## src/rtl/core/plldiv_pkg.sv

```systemverilog
// ----------------------------------------------------------------------------
// plldiv_pkg
// Constants, widths and types shared by the PLL divider search block.
// ----------------------------------------------------------------------------
package plldiv_pkg;

  localparam int MAX_POST_DIV = 6;
  localparam int D2_SPAN      = 14;
  localparam int D2_COUNT     = D2_SPAN - 1;
  localparam int MIN_PRODUCT  = 20;
  localparam int DIV_STEPS    = 8;

  localparam int TARGET_W = 19;
  localparam int REF_W    = 17;
  localparam int MUL_W    = 8;
  localparam int CLK_W    = 21;
  localparam int ERR_W    = CLK_W;
  localparam int POST_W   = 3;
  localparam int REFDIV_W = 5;

  localparam logic [REF_W-1:0] REF_RESET = 17'd27000;

  localparam int D2_MAX   = MAX_POST_DIV + D2_SPAN - 1;
  localparam int PROD_MAX = MAX_POST_DIV * D2_MAX;
  localparam int D1_W     = $clog2(MAX_POST_DIV + 1);
  localparam int D2_W     = $clog2(D2_MAX + 1);
  localparam int PROD_W   = $clog2(PROD_MAX + 1);

  localparam int NUM_W       = TARGET_W + PROD_W + 1;
  localparam int P_W         = MUL_W + REF_W;
  localparam int RECIP_SHIFT = P_W + PROD_W;
  localparam int RECIP_W     = RECIP_SHIFT - 2;
  localparam int Q_W         = P_W + RECIP_W;

  localparam int NUM_CELLS = (MAX_POST_DIV - 1) * D2_COUNT;
  localparam int EVAL_LAST = DIV_STEPS + 2;

  typedef struct packed {
    logic                valid;
    logic [TARGET_W-1:0] target;
  } req_t;

  typedef struct packed {
    logic              have;
    logic [D1_W-1:0]   d1;
    logic [D2_W-1:0]   d2;
    logic [MUL_W-1:0]  mul;
    logic [CLK_W-1:0]  clk;
    logic [ERR_W-1:0]  err;
    logic [PROD_W-1:0] prod;
  } best_t;

  typedef struct packed {
    logic [D1_W-1:0]    d1;
    logic [D2_W-1:0]    d2;
    logic [PROD_W-1:0]  prod;
    logic [RECIP_W-1:0] recip;
  } pair_t;

endpackage

```

## src/rtl/core/plldiv_cell.sv

```systemverilog
// ----------------------------------------------------------------------------
// plldiv_cell
// One divider pair: ceil divide by ref, achieved clock by reciprocal,
// then merge with the best set handed on by the previous cell.
// ----------------------------------------------------------------------------
module plldiv_cell import plldiv_pkg::*; (
  input  logic             clk_i,
  input  logic             rst_ni,
  input  logic             en_i,
  input  logic [REF_W-1:0] ref_khz_i,
  input  pair_t            pair_i,
  input  req_t             req_i,
  output req_t             req_o,
  input  best_t            best_i,
  output logic             best_valid_o,
  output best_t            best_o
);

  logic                v_q   [EVAL_LAST+1];
  logic [TARGET_W-1:0] tgt_q [EVAL_LAST+1];
  logic                ok_q  [EVAL_LAST+1];
  logic [NUM_W-1:0]    rem_q [DIV_STEPS+1];
  logic [MUL_W-1:0]    quo_q [DIV_STEPS+1];
  logic [P_W-1:0]      p_q;
  logic [MUL_W-1:0]    mul_q;
  logic [MUL_W-1:0]    mul_ev_q;
  logic [CLK_W-1:0]    clk_q;
  logic [Q_W-1:0]      q_full;
  logic [ERR_W-1:0]    err;
  logic                take;
  best_t               best_d;
  best_t               best_q;
  logic                bv_q;

  // valid bits
  for (genvar s = 0; s <= EVAL_LAST; s++) begin : g_valid
    always_ff @(posedge clk_i or negedge rst_ni) begin
      if (!rst_ni) begin
        v_q[s] <= 1'b0;
      end else if (en_i) begin
        v_q[s] <= (s == 0) ? req_i.valid : v_q[(s == 0) ? 0 : s - 1];
      end
    end
  end

  // stage 0: numerator of the ceil divide
  always_ff @(posedge clk_i) begin
    if (en_i) begin
      tgt_q[0] <= req_i.target;
      ok_q[0]  <= (ref_khz_i != '0) && (pair_i.prod > PROD_W'(MIN_PRODUCT));
      rem_q[0] <= NUM_W'(req_i.target) * NUM_W'(pair_i.prod) + NUM_W'(ref_khz_i)
                  - NUM_W'(1);
      quo_q[0] <= '0;
    end
  end

  // restoring divide, one quotient bit per stage, MSB first
  for (genvar s = 1; s <= DIV_STEPS; s++) begin : g_div
    localparam int BIT = DIV_STEPS - s;
    logic [NUM_W-1:0] dvs;
    logic             ge;
    logic             ovf;
    assign dvs = NUM_W'(ref_khz_i) << BIT;
    assign ge  = rem_q[s-1] >= dvs;
    assign ovf = (s == 1) && (rem_q[s-1] >= (NUM_W'(ref_khz_i) << DIV_STEPS));
    always_ff @(posedge clk_i) begin
      if (en_i) begin
        tgt_q[s] <= tgt_q[s-1];
        ok_q[s]  <= ok_q[s-1] && !ovf;
        rem_q[s] <= ge ? rem_q[s-1] - dvs : rem_q[s-1];
        quo_q[s] <= {quo_q[s-1][MUL_W-2:0], ge};
      end
    end
  end

  // achieved clock = floor(mul * ref / prod) via exact reciprocal
  assign q_full = Q_W'(p_q) * Q_W'(pair_i.recip);

  always_ff @(posedge clk_i) begin
    if (en_i) begin
      tgt_q[DIV_STEPS+1] <= tgt_q[DIV_STEPS];
      ok_q[DIV_STEPS+1]  <= ok_q[DIV_STEPS];
      p_q                <= P_W'(quo_q[DIV_STEPS]) * P_W'(ref_khz_i);
      mul_q              <= quo_q[DIV_STEPS];
      tgt_q[EVAL_LAST]   <= tgt_q[DIV_STEPS+1];
      ok_q[EVAL_LAST]    <= ok_q[DIV_STEPS+1];
      clk_q              <= q_full[RECIP_SHIFT +: CLK_W];
      mul_ev_q           <= mul_q;
    end
  end

  // merge; mul is a ceiling so clk never falls below target
  assign err  = clk_q - ERR_W'(tgt_q[EVAL_LAST]);
  assign take = ok_q[EVAL_LAST] &&
                (!best_i.have || ((err <= best_i.err) && (pair_i.prod > best_i.prod)));

  always_comb begin
    best_d = best_i;
    if (take) begin
      best_d.have = 1'b1;
      best_d.d1   = pair_i.d1;
      best_d.d2   = pair_i.d2;
      best_d.mul  = mul_ev_q;
      best_d.clk  = clk_q;
      best_d.err  = err;
      best_d.prod = pair_i.prod;
    end
  end

  always_ff @(posedge clk_i or negedge rst_ni) begin
    if (!rst_ni) begin
      bv_q <= 1'b0;
    end else if (en_i) begin
      bv_q <= v_q[EVAL_LAST];
    end
  end

  always_ff @(posedge clk_i) begin
    if (en_i) begin
      best_q <= best_d;
    end
  end

  assign req_o        = '{valid: v_q[0], target: tgt_q[0]};
  assign best_valid_o = bv_q;
  assign best_o       = best_q;

endmodule

```

## config.mk

```make
export PLATFORM = sky130hd
export DESIGN_NAME = plldiv_cell
export DESIGN_NICKNAME = d
export VERILOG_FILES = /design/src/rtl/core/plldiv_pkg.sv /design/src/rtl/core/plldiv_cell.sv
export SDC_FILE = /design/constraint.sdc
export NUM_CORES = 2
export LEC_CHECK = 0
export BUFFER_PORTS_ARGS = -buffer_cell sky130_fd_sc_hd__buf_2
export CAP_MARGIN = 20
export CORE_UTILIZATION = 61
export DETAILED_ROUTE_END_ITERATION = 12
export GPL_ROUTABILITY_DRIVEN = 0
export PLACE_DENSITY = 0.77
export SLEW_MARGIN = 20
export SYNTH_ARGS = -nofsm -noshare
export SYNTH_HDL_FRONTEND = slang
export SYNTH_SLANG_ARGS = --single-unit
export TNS_END_PERCENT = 20
```

## constraint.sdc

```tcl
create_clock -name clk_i -period 22 [get_ports clk_i]
set_clock_uncertainty 0.1 [all_clocks]
set_input_delay 1.1 -clock clk_i [delete_from_list [all_inputs] [get_ports clk_i]]
set_output_delay 1.1 -clock clk_i [all_outputs]
set_load 0.02 [all_outputs]
```

# ---- Word-level counts from Yosys, hierarchy flattened
# Memories as Yosys holds them, arrays and structs flattened.
# Index checks and enable logic that the tools add are counted.
dict set report word_totals {
  reg_bits 140
  latch_bits 0
  ramBits 535
  romBits 0
  inputBits 151
  word_cells 72
  n_memories 4
}
# memory words width rd rd_ports_with_merged_regs wr line
set memory_table {}
lappend memory_table {rem_q 9 27 8 0 9 plldiv_cell.sv:22} ;# logic [NUM_W-1:0] rem_q [DIV_STEPS+1];
lappend memory_table {tgt_q 11 19 11 0 11 plldiv_cell.sv:20} ;# logic [TARGET_W-1:0] tgt_q [EVAL_LAST+1];
lappend memory_table {quo_q 9 8 9 0 9 plldiv_cell.sv:23} ;# logic [MUL_W-1:0] quo_q [DIV_STEPS+1];
lappend memory_table {ok_q 11 1 11 0 11 plldiv_cell.sv:21} ;# logic ok_q [EVAL_LAST+1];
dict set report op_classes {
  addsub 11
  n_mul 3
  div 0
  magnitude_cmp 12
  eq_ne 0
  shift 0
  mux 11
  bitwise_logic 0
  reduce_logical 8
}
# op n
set ops {}
lappend ops {{$mux 27} 8}
lappend ops {{$mux 65} 1}
lappend ops {{$mul 25x30->53} 1}
lappend ops {{$add 26x17->27} 1}
lappend ops {{$ge 27x17->1} 1}
lappend ops {{$ge 27x18->1} 1}
lappend ops {{$ge 27x19->1} 1}
lappend ops {{$ge 27x20->1} 1}
lappend ops {{$ge 27x21->1} 1}
lappend ops {{$ge 27x22->1} 1}
lappend ops {{$ge 27x23->1} 1}
lappend ops {{$ge 27x24->1} 1}
lappend ops {{$ge 27x25->1} 1}
lappend ops {{$sub 27x1->27 const B} 1}
lappend ops {{$sub 27x17->27} 1}
lappend ops {{$sub 27x18->27} 1}
lappend ops {{$sub 27x19->27} 1}
lappend ops {{$sub 27x20->27} 1}
lappend ops {{$sub 27x21->27} 1}
lappend ops {{$sub 27x22->27} 1}
lappend ops {{$sub 27x23->27} 1}
lappend ops {{$sub 27x24->27} 1}
lappend ops {{$mul 19x7->26} 1}
lappend ops {{$mul 8x17->25} 1}
lappend ops {{9 further kinds} 14}

# ---- Longest topological paths before layout
# An unclocked memory read counts as a cell.
dict set report logic_depth {
  ltp_word 7
  ltp_mapped 26
  ltp_nobuf 24
}

# ---- Worst setup path before layout
# Ideal clock, no wire load.
dict set report synth_path {
  kind {input to register}
  start {input port pair_i[21] (netlist name)}
  end {register clk_q[15], data pin}
  setup_ns 0.265
  arrival_time_ns 7.358
  required_time_ns 21.635
  setup_slack_ns 14.277
  stages 24
  n_path_buf 1
  path_cell_list {clkbuf_1 nand2_1 fa_1 inv_1 fa_1 inv_1 fa_1 fa_1 inv_1 fa_1 fa_1 inv_1 fa_1 inv_1 ha_1 a21o_1 a21o_1 a221o_1 or4b_1 o21ai_2 o211ai_1 a21oi_1 o21ai_0 xor2_1}
}
dict set report synth_via {
  elab_chain_cells 1
}
# item line
set synth_rtl {}
lappend synth_rtl {{start: declaration} plldiv_cell.sv:11} ;# input pair_t pair_i,
lappend synth_rtl {{$mul 25x30->53} plldiv_cell.sv:77} ;# assign q_full = Q_W'(p_q) * Q_W'(pair_i.recip);
lappend synth_rtl {{net q_full[47]} plldiv_cell.sv:28} ;# logic [Q_W-1:0] q_full;
lappend synth_rtl {{end signal: assignment} plldiv_cell.sv:87} ;# clk_q <= q_full[RECIP_SHIFT +: CLK_W];
lappend synth_rtl {{end: declaration} plldiv_cell.sv:27} ;# logic [CLK_W-1:0] clk_q;
# The timed path passes the listed nets, and every way through them passes these cells.
# A chain may end at the register's enable or synchronous reset.

# ---- Final worst setup path
dict set report layout_path {
  start {input port pair_i[16] (netlist name)}
  end {register clk_q[15], data pin}
}
# The elaborated chain is that of the path after synthesis.

==> results_dict.tcl <==
set metrics [dict create \
    cts.clk_slew.worst_paths_ns 0.06 \
    drt-wirelength-per-cell_um 20.1 \
    yosys-top-cells-area "edfxtp_1 29%, fa_1 28%, ha_1 9.8%, inv_1 6.2%, and2_1 5.2%" \
    netlist_area_um2 61100 \
    synth_fp_nets 7223 \
    cts_made_buffers 67 \
    met3_length_um 11600 \
    drt-vias-per-instance 5.79 \
    final_common_cell "inv_1" \
    grt-ovfl-total 0 \
    synth_edf_count 600 \
    cp.required_ns 22.26 \
    period_share 0.363 \
    cp_num_buf_inv 4 \
    wirelength_met1_um 56700 \
    async_flop_share 0.0196 \
    clk_latency_ns 0.63 \
    antenna_found_initial 10 \
    min_path_type "in -> async" \
    post-synth-top-area-cell "edfxtp_1" \
    drv_slew 0 \
    post_cts_resize_count 0 \
    cts_tree "yes" \
    whs_ns 0.251 \
    area_growth_pct 7.53 \
    fmax_mhz 125 \
    die_h_um 319 \
    hold_buffers 0 \
    ys.flop_type "edfxtp_1" \
    fin_nets 7365 \
    setup_viol 0 \
    post-dp-hpwl_um 106000 \
    crit_arrival_ns 8.24 \
    numPortBuffers 237 \
    cp-end-kind "flip-flop" \
    io_pins 238 \
    setup_tns_ns 0 \
    worst_pin_slew_ns 1.02 \
    rsz0062_at_grt "false" \
    path_common_cell "fa_1" \
    drt_iter0_drc 3380 \
    cts_buffer_depth 3 \
    status "finished clean" \
    final_cell_area_um2 65700 \
    hold_viol 0 \
    seq_area_frac_synth 0.300 \
    post_cts_buffers 0 \
    worstSetupPathType "in -> reg" \
    num_rows 115 \
    synth_top_cell_area_share 0.295 \
    syn_avg_cell_area_um2 10.6 \
    htree_levels 3 \
    root_buffer "clkbuf_16" \
    die_w_um 319 \
    dieArea_um2 101000 \
    critical-path-top-delay-family "adder cells" \
    grt_pass1_wl_um 235000 \
    critPathMaxFanout 25 \
    start_util 0.618 \
    ys_ff_latch 612 \
    cts.sinks 612 \
    drive_above_1_share 0.0880 \
    slew_headroom 0.317 \
    grtUsageTotal 0.295 \
    final_antenna_net_count 0 \
    crit_slowest_cell "fa_1" \
    dr.pass1.iters 5 \
    vias 41900 \
    final_cell_mix "1011 x inv_1, 843 x fa_1, 648 x nand2_1" \
    crit_chain "buf_2, nand2_1, fa_1, fa_1, inv_1, fa_1, fa_1, fa_1, fa_1, inv_1, fa_1, inv_1, ha_1, a21o_1, a21o_1, a221o_1, or4b_1, o21ai_2, o211ai_1, a21oi_1, o21ai_0, xor2_1" \
    period_needed_ns 7.98 \
    routed_wl_um 145000 \
    core_area_um2 98900 \
    yosys.cell_types.count 78 \
    highest_layer "met5" \
    synth_cells 5748 \
    grt_pass1_vias 44300 \
    wl_met2_um 70500 \
    cp-start-kind "input port" \
    grt_max_degree 87 \
    ys_warn_count 0 \
    maxCapViolations 0 \
    dpl_cell_area_um2 63500 \
    cp_slowest_stage_delay_ns 0.60 \
    drc 0 \
]
==> state kept, by name, indices dropped and copies added (netlist names) <==
| name | cells |
|---|---|
| best_o | 66 |
| clk_q | 21 |
| v_q | 10 |
| p_q | 25 |
| rem_q | 216 |
| quo_q | 36 |
| mul_q | 8 |
| req_o | 1 |
| mul_ev_q | 8 |
| ok_q | 11 |
| best_valid_o | 1 |
| tgt_q | 209 |
==> cells by family after synthesis <==
group	count (synthesis)	synth area share
buffers and inverters	1228	0.0760
AO/OA/AOI/OAI	644	0.0685
adder cells (fa/ha/maj)	1324	0.375
AND/OR/NAND/NOR	1625	0.132
XOR/XNOR	215	0.0308
multiplexers	100	0.0183
flip-flops	612	0.300
==> area by class of cell <==
type / instances / area [µm²]
Sequential cell: 612 / 18300
Clock buffer: 80 / 1750
Fill cell: 7432 / 33100
Timing Repair Buffer: 289 / 1600
Multi-Input combinational cell: 3908 / 38200
Inverter: 1012 / 3800
Antenna cell: 4 / 10.0
Tap cell: 1287 / 1610
Clock inverter: 39 / 453
==> routing by layer <==
layer,up-vias,GRT usage
met5,-,0
met4,10,0.115
met3,381,0.0542
met2,1795,0.497
met1,20900,0.380
li1,18800,-
==> worst register-to-register path, stage by stage (launching register included) <==
cell and delay (ns):
edfxtp_1 0.32, buf_4 0.46, nand2_1 0.16, fa_1 0.57
inv_1 0.05, fa_1 0.48, inv_1 0.06, fa_1 0.52
fa_1 0.52, inv_1 0.05, fa_1 0.50, fa_1 0.50
inv_1 0.06, fa_1 0.48, inv_1 0.04, ha_1 0.31
a21oi_1 0.13, o21ai_0 0.13, a221o_1 0.46, or4b_1 0.59
o21ai_2 0.24, o211ai_1 0.19, a21oi_1 0.26, o21ai_0 0.15
xor2_1 0.16
==> final timing paths <==
path,start,end,slack [ns],depth (start not counted)
setup reg to reg,p_q[4],clk_q[15],14.25,24
setup / recovery,pair_i[16],clk_q[15],14.02,22
max in group asynchronous,rst_ni,best_valid_o,21.32,1
min in group clk_i,tgt_q[9][13],tgt_q[10][13],0.30,0
hold / removal,rst_ni,req_o[19],0.25,1
hold reg to reg,tgt_q[9][13],tgt_q[10][13],0.30,0
==> per-stage QoR <==
stage	std cells	setup slack (ns)	util
after CTS	7226	14.13	0.664
after global placement	7107	13.60	0.642
final	7231	14.02	0.665
after detailed placement	7107	13.50	0.642
after floorplan	5748	14.28	-
after global routing	7229	13.78	0.665
==> cells in the mapped netlist, types with 9 or more instances <==
cell,number
inv_1,1011
fa_1,843
nand2_1,648
edfxtp_1,600
and2_1,506
ha_1,481
a21oi_1,214
clkbuf_1,204
nor2_1,170
xnor2_1,132
o21ai_0,114
a21o_1,95
mux2_2,94
xor2_1,83
nand3_1,61
nor3_1,50
nor2b_1,39
o21a_1,34
nand4_1,30
o21bai_1,26
nand2b_1,24
a31oi_1,21
a211oi_1,19
nor4_1,19
and3_1,18
or3_1,17
o211ai_1,16
o31ai_1,15
o21ai_2,13
dfrtp_1,12
or2_2,9
Power is not shown: default switching activity piles up to over one toggle a cycle in this logic, so the estimate is an artifact.
